==> src/rtl/gcps_pkg.sv <==
// Shared types, constants and microcode ROM for the grid chase path search core.
`default_nettype none
package gcps_pkg;

  localparam int MAP_WORDS = 64;
  localparam int MAP_AW    = 6;
  localparam int WORD_W    = 16;
  localparam int COORD_W   = 5;

  localparam logic CMD_WRITE = 1'b0;
  localparam logic CMD_CHASE = 1'b1;

  typedef logic [2:0] dir_t;
  localparam dir_t DIR_E   = 3'd0;
  localparam dir_t DIR_W   = 3'd1;
  localparam dir_t DIR_S   = 3'd2;
  localparam dir_t DIR_N   = 3'd3;
  localparam dir_t DIR_END = 3'd4;

  typedef enum logic [2:0] {
    A_NONE,
    A_INIT,
    A_STEP,
    A_PUSH,
    A_POP,
    A_RESTORE,
    A_FOUND,
    A_EMIT
  } act_t;

  typedef enum logic [3:0] {
    C_NEVER,
    C_ALWAYS,
    C_NOGO,
    C_DIR_DONE,
    C_BLOCKED,
    C_HIT,
    C_AT_MAX,
    C_LVL0,
    C_OUT_BUSY
  } cond_t;

  typedef logic [3:0] upc_t;
  localparam upc_t UPC_IDLE    = 4'd0;
  localparam upc_t UPC_INIT    = 4'd1;
  localparam upc_t UPC_TEST    = 4'd2;
  localparam upc_t UPC_STEP    = 4'd3;
  localparam upc_t UPC_CHECK   = 4'd4;
  localparam upc_t UPC_HITCHK  = 4'd5;
  localparam upc_t UPC_DEEP    = 4'd6;
  localparam upc_t UPC_PUSH    = 4'd7;
  localparam upc_t UPC_EXH     = 4'd8;
  localparam upc_t UPC_POP     = 4'd9;
  localparam upc_t UPC_RESTORE = 4'd10;
  localparam upc_t UPC_FOUND   = 4'd11;
  localparam upc_t UPC_DONE    = 4'd12;
  localparam upc_t UPC_RET     = 4'd13;

  typedef struct packed {
    act_t  act;
    cond_t cnd;
    upc_t  tgt;
  } uword_t;

  typedef struct packed {
    logic nogo;
    logic dir_done;
    logic blocked;
    logic hit;
    logic at_max;
    logic lvl0;
    logic out_busy;
  } status_t;

  function automatic uword_t ucode(input upc_t a);
    uword_t w;
    w = '{act: A_NONE, cnd: C_ALWAYS, tgt: UPC_IDLE};
    case (a)
      UPC_IDLE:    w = '{act: A_NONE,    cnd: C_NOGO,     tgt: UPC_IDLE};
      UPC_INIT:    w = '{act: A_INIT,    cnd: C_NEVER,    tgt: UPC_IDLE};
      UPC_TEST:    w = '{act: A_NONE,    cnd: C_DIR_DONE, tgt: UPC_EXH};
      UPC_STEP:    w = '{act: A_STEP,    cnd: C_NEVER,    tgt: UPC_IDLE};
      UPC_CHECK:   w = '{act: A_NONE,    cnd: C_BLOCKED,  tgt: UPC_TEST};
      UPC_HITCHK:  w = '{act: A_NONE,    cnd: C_HIT,      tgt: UPC_FOUND};
      UPC_DEEP:    w = '{act: A_NONE,    cnd: C_AT_MAX,   tgt: UPC_TEST};
      UPC_PUSH:    w = '{act: A_PUSH,    cnd: C_ALWAYS,   tgt: UPC_TEST};
      UPC_EXH:     w = '{act: A_NONE,    cnd: C_LVL0,     tgt: UPC_DONE};
      UPC_POP:     w = '{act: A_POP,     cnd: C_NEVER,    tgt: UPC_IDLE};
      UPC_RESTORE: w = '{act: A_RESTORE, cnd: C_ALWAYS,   tgt: UPC_TEST};
      UPC_FOUND:   w = '{act: A_FOUND,   cnd: C_NEVER,    tgt: UPC_IDLE};
      UPC_DONE:    w = '{act: A_EMIT,    cnd: C_OUT_BUSY, tgt: UPC_DONE};
      UPC_RET:     w = '{act: A_NONE,    cnd: C_ALWAYS,   tgt: UPC_IDLE};
      default:     w = '{act: A_NONE,    cnd: C_ALWAYS,   tgt: UPC_IDLE};
    endcase
    return w;
  endfunction

endpackage
`default_nettype wire

==> src/rtl/gcps_wall_mem.sv <==
// Wall bitmap memory: one write port, one registered read port.
`default_nettype none
module gcps_wall_mem (
  input  wire logic                       clk,
  input  wire logic                       we,
  input  wire logic [gcps_pkg::MAP_AW-1:0] waddr,
  input  wire logic [gcps_pkg::WORD_W-1:0] wdata,
  input  wire logic [gcps_pkg::MAP_AW-1:0] raddr,
  output logic      [gcps_pkg::WORD_W-1:0] rdata
);
  import gcps_pkg::*;

  logic [WORD_W-1:0] mem [MAP_WORDS];

  always_ff @(posedge clk) begin
    if (we) begin
      mem[waddr] <= wdata;
    end
    rdata <= mem[raddr];
  end

endmodule
`default_nettype wire

==> src/rtl/gcps_seq.sv <==
// Microcode sequencer: step counter, control ROM and conditional jumps.
`default_nettype none
module gcps_seq (
  input  wire logic              clk,
  input  wire logic              rst_n,
  input  wire gcps_pkg::status_t st,
  output gcps_pkg::uword_t       uw,
  output logic                   idle
);
  import gcps_pkg::*;

  upc_t pc_r, pc_nxt;
  logic take;

  assign uw   = ucode(pc_r);
  assign idle = (pc_r == UPC_IDLE);

  always_comb begin
    case (uw.cnd)
      C_NEVER:    take = 1'b0;
      C_ALWAYS:   take = 1'b1;
      C_NOGO:     take = st.nogo;
      C_DIR_DONE: take = st.dir_done;
      C_BLOCKED:  take = st.blocked;
      C_HIT:      take = st.hit;
      C_AT_MAX:   take = st.at_max;
      C_LVL0:     take = st.lvl0;
      C_OUT_BUSY: take = st.out_busy;
      default:    take = 1'b0;
    endcase
    pc_nxt = take ? uw.tgt : pc_r + upc_t'(1);
  end

  always_ff @(posedge clk) begin
    if (!rst_n) begin
      pc_r <= UPC_IDLE;
    end else begin
      pc_r <= pc_nxt;
    end
  end

endmodule
`default_nettype wire

==> src/rtl/grid_chase_path_search_core.sv <==
// Top level: depth-limited grid path search, microcoded sequencer plus datapath.
// Write word: accepted when idle, gives no result.
// Chase word: one at a time; each neighbor is stepped to, checked for walls, reversal and the
// target, then pushed unless at the depth limit; an exhausted level pops and restores.
// Result is held in an output register until taken; in_tready is high only while idle.
// Synchronous active-low reset clears sequencer, level, direction and output valid.
`default_nettype none
module grid_chase_path_search_core #(
  parameter int MAX_DEPTH = 10,
  parameter int GRID_COLS = 32,
  parameter int GRID_ROWS = 32
) (
  input  wire logic        clk,
  input  wire logic        rst_n,
  input  wire logic        in_tvalid,
  output logic             in_tready,
  input  wire logic [47:0] in_tdata,  // word_index, word_data, chaser_x, chaser_y, target_x, target_y
  input  wire logic        in_tuser,  // cmd
  output logic             out_tvalid,
  input  wire logic        out_tready,
  output logic [15:0]      out_tdata, // next_x, next_y
  output logic             out_tuser  // path_found
);
  import gcps_pkg::*;

  localparam int XB  = $clog2(GRID_COLS + 1);
  localparam int YB  = $clog2(GRID_ROWS + 1);
  localparam int XW  = ((XB > COORD_W) ? XB : COORD_W) + 1;
  localparam int YW  = ((YB > COORD_W) ? YB : COORD_W) + 1;
  localparam int LW  = $clog2(MAX_DEPTH);
  localparam int WPR = (GRID_COLS + WORD_W - 1) / WORD_W;
  localparam int IW  = YW + 3;
  localparam int SW  = XW + YW + 3;

  logic [MAP_AW-1:0]  in_word_index;
  logic [WORD_W-1:0]  in_word_data;
  logic [COORD_W-1:0] in_chaser_x, in_chaser_y, in_target_x, in_target_y;

  assign in_word_index = in_tdata[5:0];
  assign in_word_data  = in_tdata[21:6];
  assign in_chaser_x   = in_tdata[26:22];
  assign in_chaser_y   = in_tdata[31:27];
  assign in_target_x   = in_tdata[36:32];
  assign in_target_y   = in_tdata[41:37];

  uword_t  uw;
  status_t st;
  logic    idle;
  logic    chase_acc;

  logic [XW-1:0]      cur_x_r, prev_x_r, nb_x_r;
  logic [YW-1:0]      cur_y_r, prev_y_r, nb_y_r;
  logic [COORD_W-1:0] first_x_r, first_y_r, res_x_r, res_y_r, tgt_x_r, tgt_y_r;
  logic [LW-1:0]      lvl_r;
  dir_t               dir_r;
  logic               found_r, off_r, out_valid_r;

  logic [XW-1:0]      sx;
  logic [YW-1:0]      sy;
  logic [IW-1:0]      sidx;
  logic               soff;
  logic [WORD_W-1:0]  wall_rd;
  logic               wall_bit;
  logic               out_busy;

  logic [SW-1:0]      stk_mem [MAX_DEPTH];
  logic [SW-1:0]      stk_rd_r;

  gcps_seq u_seq (
    .clk   (clk),
    .rst_n (rst_n),
    .st    (st),
    .uw    (uw),
    .idle  (idle)
  );

  assign in_tready = idle;
  assign chase_acc = in_tvalid && in_tready && (in_tuser == CMD_CHASE);

  always_comb begin
    sx = cur_x_r;
    sy = cur_y_r;
    case (dir_r)
      DIR_E:   sx = cur_x_r + XW'(1);
      DIR_W:   sx = cur_x_r - XW'(1);
      DIR_S:   sy = cur_y_r + YW'(1);
      DIR_N:   sy = cur_y_r - YW'(1);
      default: sx = cur_x_r;
    endcase
    sidx = IW'(sy) * IW'(WPR) + IW'(sx >> 4);
    soff = (sx >= XW'(GRID_COLS)) || (sy >= YW'(GRID_ROWS)) || (sidx >= IW'(MAP_WORDS));
  end

  gcps_wall_mem u_wall (
    .clk   (clk),
    .we    (in_tvalid && in_tready && (in_tuser == CMD_WRITE)),
    .waddr (in_word_index),
    .wdata (in_word_data),
    .raddr (sidx[MAP_AW-1:0]),
    .rdata (wall_rd)
  );

  assign wall_bit = wall_rd[4'd15 - nb_x_r[3:0]];
  assign out_busy = out_valid_r && !out_tready;

  always_comb begin
    st.nogo     = !(in_tvalid && (in_tuser == CMD_CHASE));
    st.dir_done = (dir_r == DIR_END);
    st.blocked  = off_r || wall_bit ||
                  ((lvl_r != '0) && (nb_x_r == prev_x_r) && (nb_y_r == prev_y_r));
    st.hit      = (nb_x_r == XW'(tgt_x_r)) && (nb_y_r == YW'(tgt_y_r));
    st.at_max   = (lvl_r == LW'(MAX_DEPTH - 1));
    st.lvl0     = (lvl_r == '0);
    st.out_busy = out_busy;
  end

  // path stack: entry k holds the cell before level k and the direction count of level k
  always_ff @(posedge clk) begin
    if (uw.act == A_PUSH) begin
      stk_mem[lvl_r] <= {prev_x_r, prev_y_r, dir_r};
    end
    stk_rd_r <= stk_mem[lvl_r - LW'(1)];
  end

  // chase fields are captured on the accepting edge
  always_ff @(posedge clk) begin
    if (chase_acc) begin
      cur_x_r <= XW'(in_chaser_x);
      cur_y_r <= YW'(in_chaser_y);
      tgt_x_r <= in_target_x;
      tgt_y_r <= in_target_y;
      res_x_r <= in_chaser_x;
      res_y_r <= in_chaser_y;
    end else begin
      case (uw.act)
        A_STEP: begin
          nb_x_r <= sx;
          nb_y_r <= sy;
          off_r  <= soff;
        end
        A_PUSH: begin
          prev_x_r <= cur_x_r;
          prev_y_r <= cur_y_r;
          cur_x_r  <= nb_x_r;
          cur_y_r  <= nb_y_r;
          if (lvl_r == '0) begin
            first_x_r <= nb_x_r[COORD_W-1:0];
            first_y_r <= nb_y_r[COORD_W-1:0];
          end
        end
        A_POP: begin
          cur_x_r <= prev_x_r;
          cur_y_r <= prev_y_r;
        end
        A_RESTORE: begin
          prev_x_r <= stk_rd_r[SW-1 -: XW];
          prev_y_r <= stk_rd_r[YW+2 -: YW];
        end
        A_FOUND: begin
          res_x_r <= (lvl_r == '0) ? nb_x_r[COORD_W-1:0] : first_x_r;
          res_y_r <= (lvl_r == '0) ? nb_y_r[COORD_W-1:0] : first_y_r;
        end
        default: begin
        end
      endcase
    end
  end

  always_ff @(posedge clk) begin
    if (!rst_n) begin
      lvl_r       <= '0;
      dir_r       <= DIR_E;
      found_r     <= 1'b0;
      out_valid_r <= 1'b0;
      out_tuser   <= 1'b0;
    end else begin
      case (uw.act)
        A_INIT: begin
          lvl_r   <= '0;
          dir_r   <= DIR_E;
          found_r <= 1'b0;
        end
        A_STEP:    dir_r <= dir_r + dir_t'(1);
        A_PUSH: begin
          lvl_r <= lvl_r + LW'(1);
          dir_r <= DIR_E;
        end
        A_POP:     lvl_r <= lvl_r - LW'(1);
        A_RESTORE: dir_r <= stk_rd_r[2:0];
        A_FOUND:   found_r <= 1'b1;
        default: begin
        end
      endcase
      if (uw.act == A_EMIT && !out_busy) begin
        out_valid_r <= 1'b1;
        out_tuser   <= found_r;
      end else if (out_tready) begin
        out_valid_r <= 1'b0;
      end
    end
  end

  always_ff @(posedge clk) begin
    if (uw.act == A_EMIT && !out_busy) begin
      out_tdata <= {6'b0, res_y_r, res_x_r};
    end
  end

  assign out_tvalid = out_valid_r;

  a_lvl_range: assert property (@(posedge clk) disable iff (!rst_n)
    lvl_r <= LW'(MAX_DEPTH - 1))
    else $error("search level beyond depth limit");

  a_dir_range: assert property (@(posedge clk) disable iff (!rst_n)
    dir_r <= DIR_END)
    else $error("direction counter out of range");

  a_emit_src: assert property (@(posedge clk) disable iff (!rst_n)
    (out_tvalid && !$past(out_tvalid)) |-> $past(uw.act == A_EMIT))
    else $error("result raised outside of emit step");

  a_busy_hold: assert property (@(posedge clk) disable iff (!rst_n)
    (uw.act == A_EMIT && out_busy) |=> (uw.act == A_EMIT))
    else $error("sequencer left done step while output busy");

endmodule
`default_nettype wire

==> config.mk <==
export PLATFORM = sky130hd
export DESIGN_NAME = grid_chase_path_search_core
export DESIGN_NICKNAME = d
export VERILOG_FILES = /design/src/rtl/gcps_pkg.sv /design/src/rtl/gcps_wall_mem.sv /design/src/rtl/gcps_seq.sv /design/src/rtl/grid_chase_path_search_core.sv
export SDC_FILE = /design/constraint.sdc
export NUM_CORES = 1
export LEC_CHECK = 0
export BUFFER_PORTS_ARGS = -buffer_cell sky130_fd_sc_hd__clkbuf_2
export CELL_PAD_IN_SITES_DETAIL_PLACEMENT = 1
export CELL_PAD_IN_SITES_GLOBAL_PLACEMENT = 1
export CORE_MARGIN = 2
export CORE_UTILIZATION = 41
export CTS_BUF_LIST = sky130_fd_sc_hd__clkbuf_4 sky130_fd_sc_hd__clkbuf_8
export CTS_CLUSTER_SIZE = 12
export DETAILED_ROUTE_END_ITERATION = 6
export PLACE_DENSITY_LB_ADDON = 0.1
export SYNTH_ARGS = -nofsm -noshare
export SYNTH_HDL_FRONTEND = slang
export SYNTH_SLANG_ARGS = --single-unit
==> constraint.sdc <==
create_clock -name clk -period 8.2 [get_ports clk]
set_input_delay 1.64 -clock clk [delete_from_list [all_inputs] [get_ports clk]]
set_output_delay 1.64 -clock clk [all_outputs]
set_load 0.02 [all_outputs]
==> results of run 1 <==
## cells by family (layout without fill, tap and decap cells)
logic type      Yosys count  count (layout)  share of synthesized area, %
flops                  1335            1335                          73.1
mux                     326             326                          7.70
simple gates           1119            1119                          9.31
other cells               1              10                       0.00694
buf+inv                 250             619                          1.89
fa+ha+maj                21              21                         0.514
xor+xnor                 48              48                         0.792
compound gates          496             496                          6.74
## final cells by class
class / instances / area, µm² / area share [%]
tap: 1755 / 2200 / 3.59
clock buffer: 308 / 3730 / 6.10
inverter: 23 / 91.3 / 0.149
timing repair buffer: 203 / 1430 / 2.33
sequential: 1335 / 39500 / 64.6
multi-input combinational: 2016 / 13700 / 22.4
clock inverter: 85 / 523 / 0.856
antenna: 4 / 10.0 / 0.0164
## path summary, 6_finish.rpt
kind	start	endpoint	slack (ps)	cells after the start
max	dir_r[0]	u_wall.rdata[1]	980	17
min	res_y_r[4]	out_tdata[9]	440	0
max reg2reg	dir_r[0]	u_wall.rdata[1]	980	17
min reg2reg	res_y_r[4]	out_tdata[9]	440	0
## metrics by stage
stage / utilization, % / total power, µW / instance area, µm² / std cells / setup slack (ps)
6_report: 46.6 / 23700 / 61100 / 5729 / 985
2_1_floorplan: - / 14000 / 54000 / 3601 / 2720
5_1_grt: 46.6 / 24800 / 61100 / 5727 / 609
4_1_cts: 46.6 / 23900 / 61100 / 5725 / 1140
3_3_place_gp: 43.4 / 17900 / 56900 / 5332 / 1400
3_5_place_dp: 43.4 / 18100 / 56900 / 5332 / 1220
## registers in the layout, summed over array words and instances (netlist names), 7 cells and up
register	count
nb_x_r	7
prev_x_r	7
nb_y_r	7
u_wall.rdata	16
u_seq.uw	11
prev_y_r	7
stk_mem	170
cur_x_r	7
u_wall.mem	1024
out_tdata	10
stk_rd_r	17
cur_y_r	7
## worst reg2reg max path, cell delays in order, from the launching register on
cell	delay (ps)
dfxtp_1	680
ha_1	370
nand2b_1	220
xnor2_1	200
ha_1	250
or3_1	370
a31oi_1	170
a21oi_1	70
o21ai_0	220
nand2_1	110
xor2_1	200
fa_1	700
or2_2	430
a2111o_1	660
and2_1	810
o221ai_1	280
o311ai_0	1150
or4_1	260
## cell usage after synthesis (all sizes together), types with 24 or more instances
| cell | count | area (µm²) |
|---|---|---|
| o2111ai | 28 | 245 |
| mux4 | 69 | 1550 |
| edfxtp | 1273 | 38200 |
| a21oi | 58 | 302 |
| nor3 | 47 | 235 |
| nor2b | 31 | 194 |
| nor2 | 209 | 785 |
| xor2 | 25 | 219 |
| a32oi | 37 | 324 |
| dfxtp | 62 | 1240 |
| nand3 | 187 | 936 |
| o22ai | 65 | 407 |
| a32o | 24 | 240 |
| a31oi | 34 | 213 |
| mux2 | 28 | 315 |
| a211oi | 33 | 248 |
| mux2i | 229 | 2290 |
| o221ai | 32 | 280 |
| nand4 | 54 | 338 |
| o21ai | 65 | 325 |
| buf | 75 | 362 |
| nand2 | 484 | 1820 |
| clkbuf | 152 | 572 |
| a221oi | 33 | 289 |
## power by group through the flow
stage	clock [µW]	sequential [µW]	combinational, µW
finish	5720	8130	9810
global route	6150	8160	10400
CTS	5870	8140	9880
detailed placement	0	8270	9850
global placement	0	8260	9640
floorplan	0	8070	5930
## metal layers
metal	vias up	track usage [%]	wire (µm)
met2	888	40.1	80500
met4	0	8.85	5070
met1	17100	31.3	69200
met3	249	3.79	7290
met5	-	0	0
li1	14400	-	-
## placed cells by master (no fill, tap or decap), types with 57 or more instances in the layout
cell / Yosys / final
nor2_1: 209 / 199
clkbuf_8: 0 / 226
edfxtp_1: 1273 / 1273
clkbuf_4: 0 / 82
nand2_1: 484 / 484
buf_4: 8 / 140
mux2i_1: 229 / 228
clkbuf_2: 1 / 57
mux4_2: 69 / 69
dfxtp_1: 62 / 61
a21oi_1: 57 / 57
o22ai_1: 65 / 65
nand3_1: 187 / 187
==> results.toml, run 1 <==
[status]
status = "finished, final reports clean"

[grt]
grt_max_degree = 135
grt_pass1_vias = 34100
grt_usage_pct = 23.9
grt_pass1_wl_um = 235000
antenna_found_initial = 8
gr-total-overflow = 0

[floorplan]
start_util_pct = 41.2
placementRows = 133
die_y_um = 367
fp.dieW_um = 367
ios = 72
core_area_um2 = 131000
dieArea_um2 = 135000

[clock_network]
cts_sinks = 1335
post_cts_buffers = 0
clk_pin_slew_ps = 60
hold_buffers = 0
root_buffer = "clkbuf_8"
clockBufferDepth = 3
cts_resized = 0
tritoncts = "yes"
cts_made_buffers = 217
clk_latency_ps = 940
cts.htree.levels = 4

[power]
combPwrFrac_pct = 41.5
sw_frac_of_total_pct = 40.9
switching_power_uw = 9680
p_leak_uw = 0.0204
ir_drop_uv = 517
seq_power_share_pct = 34.4
power_density_nw_per_um2 = 387
internal_power_uw = 14000
p_clk_share_pct = 24.2

[sta]
min_period_over_period_pct = 88.0
finalHoldViolCount = 0
timing.fmax_mhz = 139
layout_min_cycle_time_ps = 7220
fin_setup_tns_ps = 0
finClkSkew_ps = 42.5
rsz0062_at_grt = "false"
slew_headroom_pct = 10.2
slew_violations = 0
holdWs_ps = 436
setup_viol = 0
worstMarginPinSlew_ps = 1330

[final_layout]
area_delta_synth_final_pct = 13.1
fillCellCount = 13000
drive_gt1_share_pct = 17.3
nets = 3870

[synthesis]
synthFlopType = "edfxtp_1"
yosysSeqAreaShare_pct = 73.1
syn_area_per_cell_um2 = 15.0
synth_warnings = 0
syn_inst = 3596
async_reset_ff_share_pct = 0
synth_edf_count = 1273
synth.distinct_cells = 74
synth-seq-cells = 1335
synth_area_um2 = 54000

[drt]
post_drt_wl_per_cell_um = 28.3
wl_um = 162000
drt_pre_antenna_iters = 7
drt-initial-drc-count = 2724
drc = 0
ant_nets = 0
post_drt_via_cell_ratio = 5.69
vias = 32600

[setup_path]
path_buf_inv = 0
crit_type = "register to register"
critPathLaunchType = "register"
crit_chain = "ha_1, nand2b_1, xnor2_1, ha_1, or3_1, a31oi_1, a21oi_1, o21ai_0, nand2_1, xor2_1, fa_1, or2_2, a2111o_1, and2_1, o221ai_1, o311ai_0, or4_1"
crit_arrival_ps = 8090
path_delay_family = "compound AO/OA/AOI/OAI gates"
end_kind = "register"
critPathMaxFanout = 17
crit_path_top_delay_cell = "o311ai_0"
cp.required_ps = 9070
cpMostUsedCell = "ha_1"
cp_slowest_stage_delay_ps = 1150

[flow_run]
cap_violations = 0

[placement]
gp_congestion = 0.835
dp_hpwl_um = 96700
port-buffer-count = 59

[hold_path]
hold_class = "register to register"
No activity file was read; power rests on OpenSTA's default activity.
==> inputs of run 2 (changes only) <==
CELL_PAD_IN_SITES_DETAIL_PLACEMENT = unset   (was 1)
CELL_PAD_IN_SITES_GLOBAL_PLACEMENT = unset   (was 1)
PLACE_DENSITY_LB_ADDON = unset   (was 0.1)
SYNTH_HIERARCHICAL = 1   (was unset)
==> results.toml, run 2 <==
[grt]
grt_usage_pct = 18.6
antenna_found_initial = 3
grt_pass1_vias = 27500
grt_max_degree = 118
gr-total-overflow = 0
grt_pass1_wl_um = 180000

[setup_path]
cpMostUsedCell = "ha_1"
rrSetupSlack_ps = 2310
crit_chain = "inv_1, ha_1, nor2b_1, xor2_1, ha_1, nand2b_1, nor4_1, o21ai_0, xor2_1, inv_1, ha_1, a21oi_1, nor2_1, xor2_4, buf_4, nor2b_2, a22oi_1, nand3_1, and4_1"
path_buf_inv = 3
critPathMaxFanout = 47
crit_type = "register to register"
critPathLaunchType = "register"
cp.required_ps = 9020
end_kind = "register"
crit_path_top_delay_cell = "nor2b_2"
cp_slowest_stage_delay_ps = 830
path_delay_family = "simple AND/OR/NAND/NOR gates"
crit_arrival_ps = 6710

[placement]
dp_hpwl_um = 71100
dp.cells = 4416
placed_area_um2 = 55200
port-buffer-count = 59
gp_congestion = 0.829

[drt]
vias = 26600
drt-initial-drc-count = 2700
wl_um = 122000
drt_pre_antenna_iters = 6
post_drt_via_cell_ratio = 5.56
drc = 0
ant_nets = 0
post_drt_wl_per_cell_um = 25.5

[floorplan]
placementRows = 131
fp.dieW_um = 363
ios = 72
dieArea_um2 = 132000
core_area_um2 = 128000
die_y_um = 363
start_util_pct = 41.4

[synthesis]
syn_inst = 2756
synth_area_um2 = 52900
async_reset_ff_share_pct = 0
synth_edf_count = 1273
synthFlopType = "edfxtp_1"
synth_warnings = 6
synth.most_common_cell = "edfxtp_1"
syn_area_per_cell_um2 = 19.2
yosysTopAreaCell = "edfxtp_1"
yosysSeqAreaShare_pct = 74.6
yosysTopAreaCellShare_pct = 72.2
synth-seq-cells = 1335
synth.distinct_cells = 76
synthTopCellsByArea = "edfxtp_1, mux4_2, dfxtp_1"
ys_top_cells_by_count = "edfxtp_1, mux4_2, nand2_1, nor2_1, mux2i_1"

[sta]
holdWs_ps = 420
timing.fmax_mhz = 170
slew_headroom_pct = 11.4
worstMarginPinSlew_ps = 1330
slew_violations = 0
setup_viol = 0
rsz0062_at_grt = "false"
min_period_over_period_pct = 71.8
layout_min_cycle_time_ps = 5890
finalHoldViolCount = 0
fin_setup_tns_ps = 0
finClkSkew_ps = 54.3

[clock_network]
clk_pin_slew_ps = 70
tritoncts = "yes"
clockBufferDepth = 3
clk_latency_ps = 880
cts_resized = 0
cts.htree.levels = 4
hold_buffers = 0
root_buffer = "clkbuf_8"
cts_sinks = 1335
cts_made_buffers = 208
post_cts_buffers = 0

[final_layout]
nets = 3037
stdcell_area_um2 = 59300
largest_reg_flops = 1024
largestRegisters = "u_wall/mem: 1024 flops, stk_mem: 170 flops, stk_rd_r: 17 flops"
fillCellCount = 10700
top_register = "u_wall/mem"
final_cell_mix = "edfxtp_1, mux4_2, clkbuf_8"
area_delta_synth_final_pct = 12.1
final_common_cell = "edfxtp_1"
drive_gt1_share_pct = 26.3
instances_no_fill = 4788

[status]
status = "finished, final reports clean"

[hold_path]
hold_class = "register to register"

[flow_run]
cap_violations = 0

[power]
p_leak_uw = 0.0192
power_density_nw_per_um2 = 347
power.total_uw = 20600
ir_drop_uv = 454
[run 2: through the flow]
step | setup WS (ps) | utilization [%]
floorplan | 4100 | -
global placement | 2350 | 43.2
detailed placement | 2290 | 43.2
CTS | 2270 | 46.4
global route | 1830 | 46.4
finish | 2310 | 46.4
[run 2: cells by family after synthesis]
| group | synth area share (%) |
|---|---|
| buf+inv | 2.00 |
| simple gates | 4.49 |
| compound gates | 3.44 |
| flops | 74.6 |
| xor+xnor | 0.792 |
| mux | 14.2 |
| fa+ha+maj | 0.501 |
| other cells | 0.00709 |
[run 2: area by class of cell]
cell class              count  area [µm²]  area share (%)
repair buffers            150        1020            1.71
clock buffers             300        3630            6.12
clock inverters            70         459           0.774
diodes                      2        5.00         0.00844
well taps                1662        2080            3.51
inverters                  21        86.3           0.146
multi-input cells        1248       12600            21.2
flip-flops and latches   1335       39500            66.6
[run 2: power by group]
part / total [µW] / switching [µW] / internal, µW
clock: 5450 / 2520 / 2930
sequential: 7940 / 192 / 7750
combinational: 7210 / 4240 / 2970
[run 2: per-layer routing]
layer	vias up	wire length, µm	GRT usage, %
met4	0	2280	6.00
met5	-	0	0
met3	168	6900	3.40
met1	14000	52100	24.9
met2	851	60900	30.8
li1	11600	-	-
[run 2: final timing paths]
path / start / endpoint / depth (start not counted)
max: dir_r[1] / u_wall/rdata[2] / 19
min: res_x_r[0] / out_tdata[0] / 0
max reg2reg: dir_r[1] / u_wall/rdata[2] / 19
min reg2reg: res_x_r[0] / out_tdata[0] / 0
